[config.mk]
export PLATFORM = sky130hd
export DESIGN_NAME = waypoint_drive_command_controller_flat
export DESIGN_NICKNAME = d
export VERILOG_FILES = /design/src/rtl/core/wdcc_pkg.sv /design/src/rtl/core/wdcc_channels.sv /design/src/rtl/core/waypoint_drive_command_controller.sv /design/src/rtl/core/wdcc_sermul.sv /design/src/rtl/core/wdcc_cordic.sv /design/src/flat_wrapper.sv
export SDC_FILE = /design/constraint.sdc
export NUM_CORES = 2
export LEC_CHECK = 0
export BUFFER_PORTS_ARGS = -buffer_cell sky130_fd_sc_hd__buf_2
export CAP_MARGIN = 30
export CORE_ASPECT_RATIO = 1.2
export CORE_MARGIN = 2
export CORE_UTILIZATION = 65
export CTS_BUF_LIST = sky130_fd_sc_hd__clkbuf_8
export DETAILED_ROUTE_END_ITERATION = 6
export GPL_TIMING_DRIVEN = 1
export PLACE_DENSITY = 0.91
export SLEW_MARGIN = 20
export SYNTH_ARGS = -nofsm -noshare
export SYNTH_HDL_FRONTEND = slang
export SYNTH_SLANG_ARGS = --single-unit
[constraint.sdc]
create_clock -name clk -period 16.4 [get_ports clk]
set_clock_uncertainty 0.05 [all_clocks]
set_input_delay 4.92 -clock clk [delete_from_list [all_inputs] [get_ports clk]]
set_output_delay 4.92 -clock clk [all_outputs]
set_load 0.02 [all_outputs]
[src/rtl/core/wdcc_pkg.sv]
`timescale 1ns / 1ps

package wdcc_pkg;

    localparam int CFG_IDX_W = 3;
    localparam int CFG_DATA_W = 12;

    localparam logic [CFG_IDX_W-1:0] REG_MM_PER_PIXEL = 3'd0;
    localparam logic [CFG_IDX_W-1:0] REG_NEAR_ENTER = 3'd1;
    localparam logic [CFG_IDX_W-1:0] REG_NEAR_HOLD = 3'd2;
    localparam logic [CFG_IDX_W-1:0] REG_SLOW_ZONE = 3'd3;
    localparam logic [CFG_IDX_W-1:0] REG_SETTLE_TICKS = 3'd4;

    localparam int ANGLE_W = 18;
    localparam int ERR_W = 19;
    localparam int MAG_W = 15;
    localparam int ATAN_IW = 5;
    localparam int ATAN_DEPTH = 24;

    localparam int PI_Q13 = 25736;
    localparam int TWO_PI_Q13 = 51472;
    localparam int BAND_70 = 10008;
    localparam int BAND_40 = 5719;
    localparam int BAND_25 = 3574;
    localparam int BAND_5 = 715;
    localparam logic [15:0] RATIO_K_HALF = 16'd58671;
    localparam logic [15:0] RATIO_K_SMALL = 16'd9153;

    localparam logic [8:0] SPEED_TURN_WIDE = 9'd300;
    localparam logic [8:0] SPEED_TURN = 9'd200;
    localparam logic [8:0] SPEED_CURVE_SHARP = 9'd100;
    localparam logic [8:0] SPEED_CURVE = 9'd350;
    localparam logic [8:0] SPEED_CURVE_SLOW = 9'd250;
    localparam logic [8:0] SPEED_FORWARD = 9'd400;
    localparam logic [8:0] SPEED_FORWARD_SLOW = 9'd300;
    localparam logic [8:0] SPEED_FINAL_APPROACH = 9'd150;

    localparam logic [12:0] ATAN_TABLE [ATAN_DEPTH] = '{
        13'd6434, 13'd3798, 13'd2007, 13'd1019, 13'd511, 13'd256, 13'd128, 13'd64,
        13'd32, 13'd16, 13'd8, 13'd4, 13'd2, 13'd1, 13'd0, 13'd0,
        13'd0, 13'd0, 13'd0, 13'd0, 13'd0, 13'd0, 13'd0, 13'd0
    };

    typedef enum logic [2:0] {
        CMD_STOP = 3'd0,
        CMD_TURN_RIGHT = 3'd1,
        CMD_TURN_LEFT = 3'd2,
        CMD_FORWARD_RIGHT = 3'd3,
        CMD_FORWARD_LEFT = 3'd4,
        CMD_FORWARD = 3'd5
    } wdcc_cmd_t;

    typedef struct packed {
        logic regulate_enable;
        logic restart_target;
        logic [15:0] robot_x;
        logic [15:0] robot_y;
        logic signed [15:0] robot_heading;
        logic [9:0] target_x;
        logic [9:0] target_y;
        logic target_is_last;
    } wdcc_in_t;

    typedef struct packed {
        wdcc_cmd_t drive_command;
        logic [8:0] drive_speed;
        logic [14:0] turn_ratio;
        logic target_reached;
    } wdcc_out_t;

endpackage

[src/rtl/core/wdcc_channels.sv]
`timescale 1ns / 1ps

interface wdcc_in_if;
    import wdcc_pkg::*;
    logic valid;
    logic ready;
    wdcc_in_t data;
    modport source(output valid, output data, input ready);
    modport sink(input valid, input data, output ready);
endinterface

interface wdcc_out_if;
    import wdcc_pkg::*;
    logic valid;
    logic ready;
    wdcc_out_t data;
    modport source(output valid, output data, input ready);
    modport sink(input valid, input data, output ready);
endinterface

interface wdcc_cfg_if;
    import wdcc_pkg::*;
    logic valid;
    logic ready;
    logic [CFG_IDX_W-1:0] index;
    logic [CFG_DATA_W-1:0] wdata;
    modport source(output valid, output index, output wdata, input ready);
    modport sink(input valid, input index, input wdata, output ready);
endinterface

[src/rtl/core/waypoint_drive_command_controller.sv]
`timescale 1ns / 1ps
// Waypoint drive command controller.
// in_ch carries one word per control tick: enable, restart, robot pose and the
// next waypoint. A word with regulate_enable low gives no result; only its
// restart_target acts. An enabled word gives exactly one word on out_ch.
// cfg_ch writes the five setup registers; it is always ready and should be
// used only while the block is idle. Indexes beyond the list are ignored.
// A disabled word is handled in the idle state. An enabled word runs through
// a bit-serial shift-and-add multiplier (one multiplier bit per cycle, ending
// early when the multiplier has fewer significant bits) for the squared
// distance and limits, then an iterative CORDIC, then a serial multiply for
// the curve ratio. A near target stops after the limit check and gives its
// result without the later steps. One word is worked on at a time; in_ch is
// ready again as soon as the result sits in the output register, so a stalled
// receiver only blocks once the next result is also finished and waiting.
// Reset clears the reached flag, the settle counter and the output valid, and
// loads the default setup registers.

module waypoint_drive_command_controller #(
    parameter int POS_FRAC_BITS = 6,
    parameter int CORDIC_ITERATIONS = 16
) (
    input logic clk,
    input logic rst_n,
    wdcc_in_if.sink in_ch,
    wdcc_out_if.source out_ch,
    wdcc_cfg_if.sink cfg_ch
);
    import wdcc_pkg::*;

    localparam int TW = 10 + POS_FRAC_BITS;
    localparam int MW = (TW > 16) ? TW : 16;
    localparam int DW = MW + 1;
    localparam int D2W = 2 * MW + 1;
    localparam int BW = MW;
    localparam int PW = D2W + BW;
    localparam int HALF = (1 << POS_FRAC_BITS) >> 1;
    localparam logic signed [ERR_W-1:0] ERR_PI = ERR_W'(PI_Q13);
    localparam logic signed [ERR_W-1:0] ERR_TWO_PI = ERR_W'(TWO_PI_Q13);

    typedef enum logic [3:0] {
        ST_IDLE,
        ST_SQX,
        ST_SQY,
        ST_SQM,
        ST_SCALE,
        ST_LIMN,
        ST_LIMS,
        ST_ATAN,
        ST_WRAP,
        ST_RATIO,
        ST_DONE
    } state_t;

    state_t state_reg;
    logic mul_start_reg;
    logic cor_start_reg;
    logic out_valid_reg;
    wdcc_out_t out_data_reg;
    logic reached_reg;
    logic [3:0] settle_cnt_reg;
    logic [7:0] mm_reg;
    logic [11:0] enter_reg;
    logic [11:0] hold_reg;
    logic [11:0] slow_zone_reg;
    logic [3:0] settle_ticks_reg;

    logic signed [DW-1:0] dx_reg;
    logic signed [DW-1:0] dy_reg;
    logic signed [15:0] heading_reg;
    logic last_reg;
    logic [D2W-1:0] d2_reg;
    logic [15:0] m2_reg;
    logic [PW-1:0] scaled_reg;
    logic slow_reg;
    logic signed [ERR_W-1:0] err_reg;
    logic [MAG_W-1:0] mag_reg;
    logic [15:0] k_reg;
    wdcc_cmd_t res_cmd_reg;
    logic [8:0] res_speed_reg;
    logic [14:0] res_ratio_reg;

    logic signed [DW-1:0] tx;
    logic signed [DW-1:0] ty;
    logic [MW-1:0] adx;
    logic [MW-1:0] ady;
    logic [D2W-1:0] mul_a;
    logic [BW-1:0] mul_b;
    logic mul_done;
    logic [PW-1:0] mul_p;
    logic [PW-1:0] lim_sq;
    logic near;
    logic cor_done;
    logic signed [ANGLE_W-1:0] cor_angle;
    logic signed [ERR_W-1:0] err_abs;
    logic [MAG_W-1:0] mag;
    logic err_pos;
    logic [31:0] ratio_sum;

    assign tx = (DW'(in_ch.data.target_x) << POS_FRAC_BITS) + DW'(HALF);
    assign ty = (DW'(in_ch.data.target_y) << POS_FRAC_BITS) + DW'(HALF);
    assign adx = MW'((dx_reg < 0) ? -dx_reg : dx_reg);
    assign ady = MW'((dy_reg < 0) ? -dy_reg : dy_reg);
    assign lim_sq = mul_p << (2 * POS_FRAC_BITS);
    assign near = reached_reg ? (scaled_reg <= lim_sq) : (scaled_reg < lim_sq);
    assign err_abs = (err_reg < 0) ? -err_reg : err_reg;
    assign mag = err_abs[MAG_W-1:0];
    assign err_pos = (err_reg > 0);
    assign ratio_sum = mul_p[31:0] + 32'd32768;

    always_comb
    begin
        mul_a = '0;
        mul_b = '0;
        unique case (state_reg)
            ST_SQX:
            begin
                mul_a = D2W'(adx);
                mul_b = adx;
            end
            ST_SQY:
            begin
                mul_a = D2W'(ady);
                mul_b = ady;
            end
            ST_SQM:
            begin
                mul_a = D2W'(mm_reg);
                mul_b = BW'(mm_reg);
            end
            ST_SCALE:
            begin
                mul_a = d2_reg;
                mul_b = BW'(m2_reg);
            end
            ST_LIMN:
            begin
                mul_a = D2W'(reached_reg ? hold_reg : enter_reg);
                mul_b = BW'(reached_reg ? hold_reg : enter_reg);
            end
            ST_LIMS:
            begin
                mul_a = D2W'(slow_zone_reg);
                mul_b = BW'(slow_zone_reg);
            end
            ST_RATIO:
            begin
                mul_a = D2W'(mag_reg);
                mul_b = BW'(k_reg);
            end
            default:
            begin
                mul_a = '0;
                mul_b = '0;
            end
        endcase
    end

    wdcc_sermul #(
        .AW(D2W),
        .BW(BW)
    ) u_mul (
        .clk(clk),
        .rst_n(rst_n),
        .start(mul_start_reg),
        .a(mul_a),
        .b(mul_b),
        .done(mul_done),
        .product(mul_p)
    );

    wdcc_cordic #(
        .DW(DW),
        .ITERATIONS(CORDIC_ITERATIONS)
    ) u_cordic (
        .clk(clk),
        .rst_n(rst_n),
        .start(cor_start_reg),
        .dx(dx_reg),
        .dy(dy_reg),
        .done(cor_done),
        .angle(cor_angle)
    );

    always_ff @(posedge clk or negedge rst_n)
    begin
        if (!rst_n)
        begin
            state_reg <= ST_IDLE;
            mul_start_reg <= 1'b0;
            cor_start_reg <= 1'b0;
            out_valid_reg <= 1'b0;
            reached_reg <= 1'b0;
            settle_cnt_reg <= '0;
            mm_reg <= 8'd10;
            enter_reg <= 12'd70;
            hold_reg <= 12'd200;
            slow_zone_reg <= 12'd250;
            settle_ticks_reg <= 4'd10;
        end
        else
        begin
            mul_start_reg <= 1'b0;
            cor_start_reg <= 1'b0;

            if (cfg_ch.valid)
            begin
                unique case (cfg_ch.index)
                    REG_MM_PER_PIXEL: mm_reg <= cfg_ch.wdata[7:0];
                    REG_NEAR_ENTER: enter_reg <= cfg_ch.wdata;
                    REG_NEAR_HOLD: hold_reg <= cfg_ch.wdata;
                    REG_SLOW_ZONE: slow_zone_reg <= cfg_ch.wdata;
                    REG_SETTLE_TICKS: settle_ticks_reg <= cfg_ch.wdata[3:0];
                    default: ;
                endcase
            end

            if (out_valid_reg && out_ch.ready)
            begin
                out_valid_reg <= 1'b0;
            end

            unique case (state_reg)
                ST_IDLE:
                begin
                    if (in_ch.valid)
                    begin
                        if (in_ch.data.restart_target)
                        begin
                            reached_reg <= 1'b0;
                            settle_cnt_reg <= '0;
                        end
                        dx_reg <= tx - DW'(in_ch.data.robot_x);
                        dy_reg <= ty - DW'(in_ch.data.robot_y);
                        heading_reg <= in_ch.data.robot_heading;
                        last_reg <= in_ch.data.target_is_last;
                        if (in_ch.data.regulate_enable)
                        begin
                            state_reg <= ST_SQX;
                            mul_start_reg <= 1'b1;
                        end
                    end
                end
                ST_SQX:
                begin
                    if (mul_done)
                    begin
                        d2_reg <= mul_p[D2W-1:0];
                        state_reg <= ST_SQY;
                        mul_start_reg <= 1'b1;
                    end
                end
                ST_SQY:
                begin
                    if (mul_done)
                    begin
                        d2_reg <= d2_reg + mul_p[D2W-1:0];
                        state_reg <= ST_SQM;
                        mul_start_reg <= 1'b1;
                    end
                end
                ST_SQM:
                begin
                    if (mul_done)
                    begin
                        m2_reg <= mul_p[15:0];
                        state_reg <= ST_SCALE;
                        mul_start_reg <= 1'b1;
                    end
                end
                ST_SCALE:
                begin
                    if (mul_done)
                    begin
                        scaled_reg <= mul_p;
                        state_reg <= ST_LIMN;
                        mul_start_reg <= 1'b1;
                    end
                end
                ST_LIMN:
                begin
                    if (mul_done)
                    begin
                        if (near)
                        begin
                            if (!reached_reg)
                            begin
                                if (settle_cnt_reg > settle_ticks_reg)
                                begin
                                    reached_reg <= last_reg;
                                    settle_cnt_reg <= '0;
                                end
                                else if (settle_cnt_reg != 4'hF)
                                begin
                                    settle_cnt_reg <= settle_cnt_reg + 4'd1;
                                end
                            end
                            else
                            begin
                                reached_reg <= last_reg;
                            end
                            res_cmd_reg <= CMD_STOP;
                            res_speed_reg <= '0;
                            res_ratio_reg <= '0;
                            state_reg <= ST_DONE;
                        end
                        else
                        begin
                            reached_reg <= 1'b0;
                            settle_cnt_reg <= '0;
                            state_reg <= ST_LIMS;
                            mul_start_reg <= 1'b1;
                        end
                    end
                end
                ST_LIMS:
                begin
                    if (mul_done)
                    begin
                        slow_reg <= (scaled_reg <= lim_sq);
                        state_reg <= ST_ATAN;
                        cor_start_reg <= 1'b1;
                    end
                end
                ST_ATAN:
                begin
                    if (cor_done)
                    begin
                        err_reg <= ERR_W'(cor_angle) - ERR_W'(heading_reg);
                        state_reg <= ST_WRAP;
                    end
                end
                ST_WRAP:
                begin
                    priority if (err_reg > ERR_PI)
                    begin
                        err_reg <= err_reg - ERR_TWO_PI;
                    end
                    else if (err_reg < -ERR_PI)
                    begin
                        err_reg <= err_reg + ERR_TWO_PI;
                    end
                    else
                    begin
                        mag_reg <= mag;
                        res_ratio_reg <= '0;
                        priority if (mag > MAG_W'(BAND_70))
                        begin
                            res_speed_reg <= SPEED_TURN_WIDE;
                            res_cmd_reg <= err_pos ? CMD_TURN_RIGHT : CMD_TURN_LEFT;
                            state_reg <= ST_DONE;
                        end
                        else if (mag > MAG_W'(BAND_40))
                        begin
                            res_speed_reg <= SPEED_TURN;
                            res_cmd_reg <= err_pos ? CMD_TURN_RIGHT : CMD_TURN_LEFT;
                            state_reg <= ST_DONE;
                        end
                        else if (mag > MAG_W'(BAND_25))
                        begin
                            res_speed_reg <= SPEED_CURVE_SHARP;
                            res_cmd_reg <= err_pos ? CMD_FORWARD_RIGHT : CMD_FORWARD_LEFT;
                            k_reg <= RATIO_K_HALF;
                            state_reg <= ST_RATIO;
                            mul_start_reg <= 1'b1;
                        end
                        else if (mag > MAG_W'(BAND_5))
                        begin
                            res_speed_reg <= slow_reg
                                ? (last_reg ? SPEED_FINAL_APPROACH : SPEED_CURVE_SLOW)
                                : SPEED_CURVE;
                            res_cmd_reg <= err_pos ? CMD_FORWARD_RIGHT : CMD_FORWARD_LEFT;
                            k_reg <= RATIO_K_SMALL;
                            state_reg <= ST_RATIO;
                            mul_start_reg <= 1'b1;
                        end
                        else
                        begin
                            res_speed_reg <= slow_reg
                                ? (last_reg ? SPEED_FINAL_APPROACH : SPEED_FORWARD_SLOW)
                                : SPEED_FORWARD;
                            res_cmd_reg <= CMD_FORWARD;
                            state_reg <= ST_DONE;
                        end
                    end
                end
                ST_RATIO:
                begin
                    if (mul_done)
                    begin
                        res_ratio_reg <= 15'(ratio_sum[31:16]) + 15'd256;
                        state_reg <= ST_DONE;
                    end
                end
                ST_DONE:
                begin
                    if (!out_valid_reg || out_ch.ready)
                    begin
                        out_data_reg.drive_command <= res_cmd_reg;
                        out_data_reg.drive_speed <= res_speed_reg;
                        out_data_reg.turn_ratio <= res_ratio_reg;
                        out_data_reg.target_reached <= reached_reg;
                        out_valid_reg <= 1'b1;
                        state_reg <= ST_IDLE;
                    end
                end
                default:
                begin
                    state_reg <= ST_IDLE;
                end
            endcase
        end
    end

    assign in_ch.ready = (state_reg == ST_IDLE);
    assign cfg_ch.ready = 1'b1;
    assign out_ch.valid = out_valid_reg;
    assign out_ch.data = out_data_reg;

    // A moving command always comes with the reached flag low.
    a_move_not_reached: assert property (@(posedge clk) disable iff (!rst_n)
        out_ch.valid && out_ch.data.drive_command != CMD_STOP
        |-> !out_ch.data.target_reached)
        else $error("moving command with target reached");

    // Only curve commands carry a ratio.
    a_ratio_only_curve: assert property (@(posedge clk) disable iff (!rst_n)
        out_ch.valid && (out_ch.data.drive_command == CMD_STOP
            || out_ch.data.drive_command == CMD_TURN_RIGHT
            || out_ch.data.drive_command == CMD_TURN_LEFT
            || out_ch.data.drive_command == CMD_FORWARD)
        |-> out_ch.data.turn_ratio == '0)
        else $error("ratio on a non-curve command");

    // A restart clears the settle counter for the tick that follows.
    a_restart_clears: assert property (@(posedge clk) disable iff (!rst_n)
        in_ch.valid && in_ch.ready && in_ch.data.restart_target
        |=> settle_cnt_reg == '0 && !reached_reg)
        else $error("restart did not clear the settle state");

endmodule

[src/rtl/core/wdcc_sermul.sv]
`timescale 1ns / 1ps

module wdcc_sermul #(
    parameter int AW = 33,
    parameter int BW = 16
) (
    input  logic clk,
    input  logic rst_n,
    input  logic start,
    input  logic [AW-1:0] a,
    input  logic [BW-1:0] b,
    output logic done,
    output logic [AW+BW-1:0] product
);
    localparam int PW = AW + BW;

    logic run_reg;
    logic done_reg;
    logic [PW-1:0] mcand_reg;
    logic [BW-1:0] mplier_reg;
    logic [PW-1:0] acc_reg;

    // One multiplier bit is retired per cycle; the run ends once no set bits remain.
    always_ff @(posedge clk or negedge rst_n)
    begin
        if (!rst_n)
        begin
            run_reg <= 1'b0;
            done_reg <= 1'b0;
        end
        else
        begin
            done_reg <= 1'b0;
            if (start)
            begin
                run_reg <= 1'b1;
                mcand_reg <= PW'(a);
                mplier_reg <= b;
                acc_reg <= '0;
            end
            else if (run_reg)
            begin
                if (mplier_reg == '0)
                begin
                    run_reg <= 1'b0;
                    done_reg <= 1'b1;
                end
                else
                begin
                    if (mplier_reg[0])
                    begin
                        acc_reg <= acc_reg + mcand_reg;
                    end
                    mcand_reg <= mcand_reg << 1;
                    mplier_reg <= mplier_reg >> 1;
                end
            end
        end
    end

    assign done = done_reg;
    assign product = acc_reg;

endmodule

[src/rtl/core/wdcc_cordic.sv]
`timescale 1ns / 1ps

module wdcc_cordic #(
    parameter int DW = 17,
    parameter int ITERATIONS = 16
) (
    input  logic clk,
    input  logic rst_n,
    input  logic start,
    input  logic signed [DW-1:0] dx,
    input  logic signed [DW-1:0] dy,
    output logic done,
    output logic signed [wdcc_pkg::ANGLE_W-1:0] angle
);
    import wdcc_pkg::*;

    localparam int XW = DW + 18;
    localparam int IW = $clog2(ITERATIONS + 1);

    logic run_reg;
    logic done_reg;
    logic [IW-1:0] iter_reg;
    logic signed [XW-1:0] x_reg;
    logic signed [XW-1:0] y_reg;
    logic signed [ANGLE_W-1:0] z_reg;
    logic signed [XW-1:0] x_init;
    logic signed [XW-1:0] y_init;
    logic signed [XW-1:0] x_shift;
    logic signed [XW-1:0] y_shift;
    logic signed [ANGLE_W-1:0] step_angle;

    assign x_init = XW'(dx) <<< 16;
    assign y_init = XW'(dy) <<< 16;
    assign x_shift = x_reg >>> iter_reg;
    assign y_shift = y_reg >>> iter_reg;
    assign step_angle = ANGLE_W'(ATAN_TABLE[ATAN_IW'(iter_reg)]);

    always_ff @(posedge clk or negedge rst_n)
    begin
        if (!rst_n)
        begin
            run_reg <= 1'b0;
            done_reg <= 1'b0;
        end
        else
        begin
            done_reg <= 1'b0;
            if (start)
            begin
                run_reg <= 1'b1;
                if (dx == '0 && dy == '0)
                begin
                    // A zero vector has bearing zero.
                    iter_reg <= IW'(ITERATIONS);
                    z_reg <= '0;
                end
                else if (dx < 0)
                begin
                    iter_reg <= '0;
                    x_reg <= -x_init;
                    y_reg <= -y_init;
                    z_reg <= (dy >= 0) ? ANGLE_W'(PI_Q13) : -ANGLE_W'(PI_Q13);
                end
                else
                begin
                    iter_reg <= '0;
                    x_reg <= x_init;
                    y_reg <= y_init;
                    z_reg <= '0;
                end
            end
            else if (run_reg)
            begin
                if (iter_reg == IW'(ITERATIONS))
                begin
                    run_reg <= 1'b0;
                    done_reg <= 1'b1;
                end
                else
                begin
                    if (y_reg >= 0)
                    begin
                        x_reg <= x_reg + y_shift;
                        y_reg <= y_reg - x_shift;
                        z_reg <= z_reg + step_angle;
                    end
                    else
                    begin
                        x_reg <= x_reg - y_shift;
                        y_reg <= y_reg + x_shift;
                        z_reg <= z_reg - step_angle;
                    end
                    iter_reg <= iter_reg + 1'b1;
                end
            end
        end
    end

    assign done = done_reg;
    assign angle = z_reg;

endmodule

[src/flat_wrapper.sv]
// flat-port wrapper written by rule: the top's interface ports become plain ports
module waypoint_drive_command_controller_flat import wdcc_pkg::*;
#(
    parameter int POS_FRAC_BITS = 6,
    parameter int CORDIC_ITERATIONS = 16
)
  (clk, rst_n, in_ch_valid, in_ch_data, in_ch_ready, out_ch_valid, out_ch_data, out_ch_ready, cfg_ch_valid, cfg_ch_index, cfg_ch_wdata, cfg_ch_ready);
  wdcc_in_if in_ch_i ();
  wdcc_out_if out_ch_i ();
  wdcc_cfg_if cfg_ch_i ();
  input logic clk;
  input logic rst_n;
  input wire logic [$bits(in_ch_i.valid)-1:0] in_ch_valid;
  input wire logic [$bits(in_ch_i.data)-1:0] in_ch_data;
  output wire logic [$bits(in_ch_i.ready)-1:0] in_ch_ready;
  output wire logic [$bits(out_ch_i.valid)-1:0] out_ch_valid;
  output wire logic [$bits(out_ch_i.data)-1:0] out_ch_data;
  input wire logic [$bits(out_ch_i.ready)-1:0] out_ch_ready;
  input wire logic [$bits(cfg_ch_i.valid)-1:0] cfg_ch_valid;
  input wire logic [$bits(cfg_ch_i.index)-1:0] cfg_ch_index;
  input wire logic [$bits(cfg_ch_i.wdata)-1:0] cfg_ch_wdata;
  output wire logic [$bits(cfg_ch_i.ready)-1:0] cfg_ch_ready;
  assign in_ch_i.valid = in_ch_valid;
  assign in_ch_i.data = in_ch_data;
  assign in_ch_ready = in_ch_i.ready;
  assign out_ch_valid = out_ch_i.valid;
  assign out_ch_data = out_ch_i.data;
  assign out_ch_i.ready = out_ch_ready;
  assign cfg_ch_i.valid = cfg_ch_valid;
  assign cfg_ch_i.index = cfg_ch_index;
  assign cfg_ch_i.wdata = cfg_ch_wdata;
  assign cfg_ch_ready = cfg_ch_i.ready;
  waypoint_drive_command_controller #(.POS_FRAC_BITS(POS_FRAC_BITS), .CORDIC_ITERATIONS(CORDIC_ITERATIONS)) u_core (.clk(clk), .rst_n(rst_n), .in_ch(in_ch_i), .out_ch(out_ch_i), .cfg_ch(cfg_ch_i));
endmodule
== After elaboration in Yosys (flattened, before gate mapping) ==
Memories as Yosys holds them, arrays and structs flattened.
Index checks and enable logic that the tools add are counted.

* Bits in registers: 520
* Memories kept: 1
* Output and inout bits: 31
* Input bits: 91
* Logic and storage cells: 308
* Memory bits (read-only): 416

{| class="wikitable"
|+ Memory list
! memory !! words !! width !! read ports !! clocked after memory_dff !! write ports !! line !! text
|-
| (no name shown) || 32 || 13 || 1 || 0 || 0 || wdcc_cordic.sv:36 || <nowiki>assign step_angle = ANGLE_W'(ATAN_TABLE[ATAN_IW'(iter_reg)]);</nowiki>
|}

* Reduce and logical (&&, ||, !) cells: 40
* Bitwise gates (word level): 5
* Equal/unequal tests: 37
* Shifts and indexed selects: 2
* Add/sub/neg operators: 24
* $lt $le $gt $ge: 16
* Mux-type cells: 142

{| class="wikitable"
|+ Operator list
! kind !! count
|-
| 35-bit 2-to-1 mux || 12
|-
| 49-bit 2-to-1 mux || 5
|-
| 33-bit one-hot mux with 7 select lines || 1
|-
| 18-bit 2-to-1 mux || 7
|-
| 16-bit one-hot mux with 7 select lines || 1
|-
| 33-bit 2-to-1 mux || 3
|-
| 9-bit 2-to-1 mux || 11
|-
| 16-bit 2-to-1 mux || 6
|-
| 4-bit 2-to-1 mux || 24
|-
| 15-bit 2-to-1 mux || 6
|-
| 35-bit adder || 2
|-
| 33-bit negation with 35-bit output || 2
|-
| 35-bit by 5-bit >>> shifter with 35-bit output || 2
|-
| 35-bit subtractor || 2
|-
| 33-bit one-hot mux with 2 select lines || 1
|-
| 19-bit 2-to-1 mux || 3
|-
| 49-bit adder || 1
|-
| 49-bit <= comparator || 1
|-
| 49-bit less-than comparator || 1
|-
| 15-bit one-hot mux with 3 select lines || 1
|-
| 4-bit one-hot mux with 11 select lines || 1
|-
| 19-bit one-hot mux with 2 select lines || 1
|-
| 35-bit by 1-bit greater-or-equal comparator with 1-bit output, second input constant || 1
|-
| 16-bit by 6-bit adder with 17-bit output, second input constant || 2
|-
| 68 further kinds || 169
|}

== Logic depth before layout (Yosys ltp) ==
* Word-level depth: 10
* Depth in mapped cells: 32
* Mapped depth without buffers: 22

== Modules after synthesis ==
Synthesis repeated with hierarchy kept, for this count alone.

* Cells, all modules: 4,252
* Area, all modules: 40,819.1 um^2

{| class="wikitable"
|+ By module, submodules not included
! module !! area an instance (um^2) !! sequential area each (um^2) !! cells each !! times used
|-
| waypoint_drive_command_controller || 18,217.5 || 8,698.3 || 1,733 || 1
|-
| wdcc_cordic || 14,900.5 || 2,842.7 || 1,754 || 1
|-
| wdcc_sermul || 7,701.1 || 3,473.3 || 765 || 1
|}

== Worst setup path after synthesis ==
Ideal clock, no wire load.

* Path type: input-to-reg
* From: in rst_n
* To: reg u_core.u_cordic.x_reg[0] (enable)
* Library setup time: 0.507 ns
* Setup slack: 6.610 ns
* Path buffers: 0
* Stages on the path: 2
* Arrival time: 9.234 ns
* Required time: 15.843 ns
* Cell sequence: nor2b_1 -> nor2b_1

* Cells in the longest elaborated chain, start to end: 1

{| class="wikitable"
|+ RTL lines
! element !! line !! text
|-
| from (decl) || flat_wrapper.sv:12 || <nowiki>input logic rst_n;</nowiki>
|-
| 4-bit AND reduction (no line) || - ||
|-
| to (signal assigned) || wdcc_cordic.sv:60 || <nowiki>x_reg <= -x_init;</nowiki>
|-
| to (signal assigned) || wdcc_cordic.sv:67 || <nowiki>x_reg <= x_init;</nowiki>
|-
| to (signal assigned) || wdcc_cordic.sv:83 || <nowiki>x_reg <= x_reg + y_shift;</nowiki>
|-
| to (decl) || wdcc_cordic.sv:23 || <nowiki>logic signed [XW-1:0] x_reg;</nowiki>
|}

Every way passes these cells.
A chain may end at the register's enable or synchronous reset.

== Worst setup path in the final report ==
* From: reg u_core.u_cordic.iter_reg[1]
* To: reg u_core.u_cordic.x_reg[34] (data pin)

* Cells in the longest elaborated chain, start to end: 6
* Elaborated cells between the ends (all ways): 7
* Those cells by class: add/sub (2); shift (1); mux (4)

{| class="wikitable"
|+ RTL lines
! element !! line !! text
|-
| from (decl) || wdcc_cordic.sv:22 || <nowiki>logic [IW-1:0] iter_reg;</nowiki>
|-
| from (signal assigned) || wdcc_cordic.sv:54 || <nowiki>iter_reg <= IW'(ITERATIONS);</nowiki>
|-
| from (signal assigned) || wdcc_cordic.sv:93 || <nowiki>iter_reg <= iter_reg + 1'b1;</nowiki>
|-
| 35-bit by 5-bit >>> shifter with 35-bit output (*) || wdcc_cordic.sv:35 || <nowiki>assign y_shift = y_reg >>> iter_reg;</nowiki>
|-
| 35-bit subtractor / 35-bit adder (equally long branches) || wdcc_cordic.sv:89, wdcc_cordic.sv:83 ||
|-
| 35-bit 2-to-1 mux (*) || wdcc_cordic.sv:81 || <nowiki>if (y_reg >= 0)</nowiki>
|-
| 35-bit 2-to-1 mux (*) || wdcc_cordic.sv:74 || <nowiki>if (iter_reg == IW'(ITERATIONS))</nowiki>
|-
| 35-bit 2-to-1 mux (*) || wdcc_cordic.sv:72 || <nowiki>else if (run_reg)</nowiki>
|-
| 35-bit 2-to-1 mux (*) || wdcc_cordic.sv:48 || <nowiki>if (start)</nowiki>
|-
| to (signal assigned) || wdcc_cordic.sv:60 ||
|-
| to (signal assigned) || wdcc_cordic.sv:83 ||
|-
| to (signal assigned) || wdcc_cordic.sv:89 || <nowiki>x_reg <= x_reg - y_shift;</nowiki>
|}

Mark *: on every way between the ends. The rest lies on a longest branch, timed or not. The select of a mux whose other input is x is not followed.

==> metrics.yaml <==
cts:
  cts-resized-gates: 0
  clock_h_tree_levels: 3
  worst_skew_pair.late_latency_ps: 740
  tritoncts: "done"
  clk_pin_slew_worst_setup_hold_paths_ps: 70
  numCtsBuffers: 85
  max-clock-path-buffers: 3
  cts_post_setup_buffers_inserted: 0
  clock_sinks: 510
  clock_tree.root_cell: "sky130_fd_sc_hd__clkbuf_8"
  holdBufCountCts: 0
synthesis:
  yosysWarningCount: 0
  synthFlopType: "sky130_fd_sc_hd__edfxtp_1"
  flip_flop_and_latch_count_after_synthesis: 510
  synth_edf_count: 446
  synth_fp_nets: 4531
  synth_top_area_share_pct: 33.1
  netlist-cell-type-count: 98
  netlist_area_mm2: 0.0405
  synth_area_per_cell_um2: 9.74
  synth_top_cell_by_area: "sky130_fd_sc_hd__edfxtp_1"
  asyncSetResetFlopFracSynth_pct: 12.5
  synthCells: 4155
  synth.area.top_cells: "sky130_fd_sc_hd__edfxtp_1, sky130_fd_sc_hd__ha_1, sky130_fd_sc_hd__mux4_2"
  synth-seq-area-share_pct: 37.1
min_path:
  holdCritPathClass: "register to register"
floorplan:
  fp-row-count: 100
  coreArea_mm2: 0.0618
  die_h_um: 277
  io_pins: 122
  initial_utilization_pct: 65.5
  die_width_um: 232
  floorplan.die_area_mm2: 0.0643
global_routing:
  grt_first_pass_wirelength_mm: 190
  antenna_found_initial: 8
  groute.usage.overall_pct: 37.5
  grt_max_degree: 92
  global_route.usage.met2_pct: 61.2
  met3_usage_pct: 8.21
  globalRoute.busiestLayer: "met2"
  grt_pass1_vias: 34900
  groute.layer.met1.usage_pct: 42.9
  global_route.overflow_total: 0
critical_path:
  element_type_at_the_critical_path_end: "register"
  worstPathMaxFanout: 58
  worstSetupStartpointType: "register"
  worst-setup-path-type: "register to register"
  worst-endpoint-required_ps: 16770
  critPathArrivalTime_ps: 8230
place:
  buffer_ports.inserted: 119
  routabilityCongestion: 1.04
  detailed_place.area_mm2: 0.0417
  place_hpwl_mm: 86.8
  place_worst_setup_slack_ps: 8300
sta:
  post-route-min-period_ps: 7870
  setup_repair_after_global_routing_missed_its_margin: "no"
  crit_share_post_route_pct: 48.0
  totalNegativeSetupSlack_ps: 0
  hold-worst-slack_ps: 349
  timing.final.setup_violations: 0
  slew_violations: 0
  achievable-frequency_mhz: 127
  worst-slew-pin-transition_ps: 1130
  finalWorstSetupSlack_ps: 8530
  hold_viol_final: 0
  maxSlewHeadroom_pct: 23.6
status:
  outcome: "finished clean"
drt:
  ant_nets: 0
  dr_vias: 35500
  via_per_inst: 6.95
  detail_route.wl_per_cell_um: 23.9
  drtIter0Drc: 4337
  drt_first_pass_iters: 6
  route.detailed.drc: 0
  drt_wl_total_mm: 122
power_and_ir_drop:
  power.static_leakage_nw: 17.3
  power_density_mw_per_mm2: 99.4
  finalPower_mw: 4.32
  largest_voltage_drop_on_the_vdd_net_mv: 0.0981
cells_and_area:
  syn_to_final_growth_pct: 7.38
  layout.filler_cells: 4405
  drive_gt1_share_pct: 12.9
  postLayoutCellArea_mm2: 0.0435
  layout.nets: 4594
flow_run:
  max_cap_viol_count: 0
## per-layer routing
metal | part of all wire (%) | vias to the layer above | wire length (um)
met1 | 34 | 16700 | 41800
met5 | 0.035 | - | 43
met3 | 10 | 686 | 12200
li1 | - | 15800 | -
met4 | 8.9 | 6 | 10900
met2 | 47 | 2308 | 57000
## kinds of logic (layout without fill, tap and decap cells)
group           count (synthesis)  count (layout)  synth area share [%]
buf+inv                       373             505                  3.74
xor+xnor                      303             303                  6.56
compound gates               1159            1159                  18.5
other cells                     2               8                0.0186
fa+ha+maj                     285             285                  8.94
flops                         510             510                  37.1
mux                           287             287                  10.5
simple gates                 1236            1236                  14.6
## Yosys cell counts, drive strengths merged, types with 17 or more instances
cell type and instances:
nor4 20, o211ai 27, clkbuf 125, or3 45, a21o 115, xnor2 173
or4 17, and3 32, buf 65, or2 26, a211oi 43, nand3 73
xor2 130, nor2b 50, a21boi 27, and2 23, mux2i 101, ha 278
mux2 84, o31ai 40, dfrtp 48, inv 180, o22ai 22, nand2 402
o21ai 274, mux4 102, a22oi 18, a22o 27, nor2 318, a21oi 298
o21bai 26, nor3 87, nand4 28, edfxtp 446, o21a 45, a31oi 48
nand2b 51
## layout make-up
cell class | count | area, um2 | area share, %
Multi-Input combinational cell | 3272 | 24000 | 55.2
Sequential cell | 510 | 15000 | 34.6
Clock buffer | 91 | 1250 | 2.88
Timing Repair Buffer | 166 | 1070 | 2.45
Tap cell | 816 | 1020 | 2.35
Inverter | 183 | 687 | 1.58
Clock inverter | 65 | 394 | 0.907
Antenna cell | 6 | 15.0 | 0.0346
## final timing paths
check	startpoint	end	slack [ps]	cells past startpoint
worst min-delay path	u_core.res_speed_reg[4]$_SDFFCE_PN0P_	u_core.out_ch.data[20]$_DFFE_PP_	350	0
worst min register to register	u_core.res_speed_reg[4]$_SDFFCE_PN0P_	u_core.out_ch.data[20]$_DFFE_PP_	350	0
max in group asynchronous	rst_n	u_core.settle_cnt_reg[1]$_DFFE_PN0P_	10670	2
worst max register to register	u_core.u_cordic.iter_reg[1]$_SDFFCE_PP0P_	u_core.u_cordic.x_reg[34]$_DFFE_PP_	8530	19
min in group asynchronous	rst_n	u_core.u_cordic.run_reg$_DFF_PN0_	4220	1
worst max-delay path	u_core.u_cordic.iter_reg[1]$_SDFFCE_PP0P_	u_core.u_cordic.x_reg[34]$_DFFE_PP_	8530	19
## cells in the final DEF, fill, tap and decap left out, types with 115 or more instances in the layout
cell type,count
sky130_fd_sc_hd__buf_2,118
sky130_fd_sc_hd__nor2_1,317
sky130_fd_sc_hd__xnor2_1,173
sky130_fd_sc_hd__ha_1,278
sky130_fd_sc_hd__nand2_1,400
sky130_fd_sc_hd__a21oi_1,297
sky130_fd_sc_hd__a21o_1,115
sky130_fd_sc_hd__inv_1,196
sky130_fd_sc_hd__o21ai_0,263
sky130_fd_sc_hd__xor2_1,130
sky130_fd_sc_hd__edfxtp_1,446
## power breakdown
part | switching, mW | internal [mW] | leakage, nW
Sequential | 0.179 | 1.59 | 4.90
Combinational | 0.855 | 0.561 | 11.5
Clock | 0.565 | 0.567 | 0.916
Total | 1.60 | 2.72 | 17.3
## critical path, cell delays in order (launching register included)
cell and delay (ps):
sky130_fd_sc_hd__edfxtp_1 360, sky130_fd_sc_hd__buf_4 390, sky130_fd_sc_hd__buf_4 710, sky130_fd_sc_hd__mux4_2 710
sky130_fd_sc_hd__mux2_2 340, sky130_fd_sc_hd__mux4_2 520, sky130_fd_sc_hd__a211oi_2 310, sky130_fd_sc_hd__o2111ai_1 320
sky130_fd_sc_hd__or4_1 760, sky130_fd_sc_hd__o21ai_0 320, sky130_fd_sc_hd__xnor2_1 160, sky130_fd_sc_hd__nor2_1 70
sky130_fd_sc_hd__ha_1 460, sky130_fd_sc_hd__nand4_1 130, sky130_fd_sc_hd__o311a_1 420, sky130_fd_sc_hd__or3_1 460
sky130_fd_sc_hd__o311ai_0 530, sky130_fd_sc_hd__a41oi_1 230, sky130_fd_sc_hd__xnor2_1 210, sky130_fd_sc_hd__nor2_1 50
## metrics by stage
stage | instances | utilization (%)
CTS | 5100 | 70.1
global placement | 4939 | 67.3
detailed placement | 4944 | 67.5
global route | 5106 | 70.3
finish | 5109 | 70.3
floorplan | 4155 | -
No activity file was read; power rests on OpenSTA's default activity.
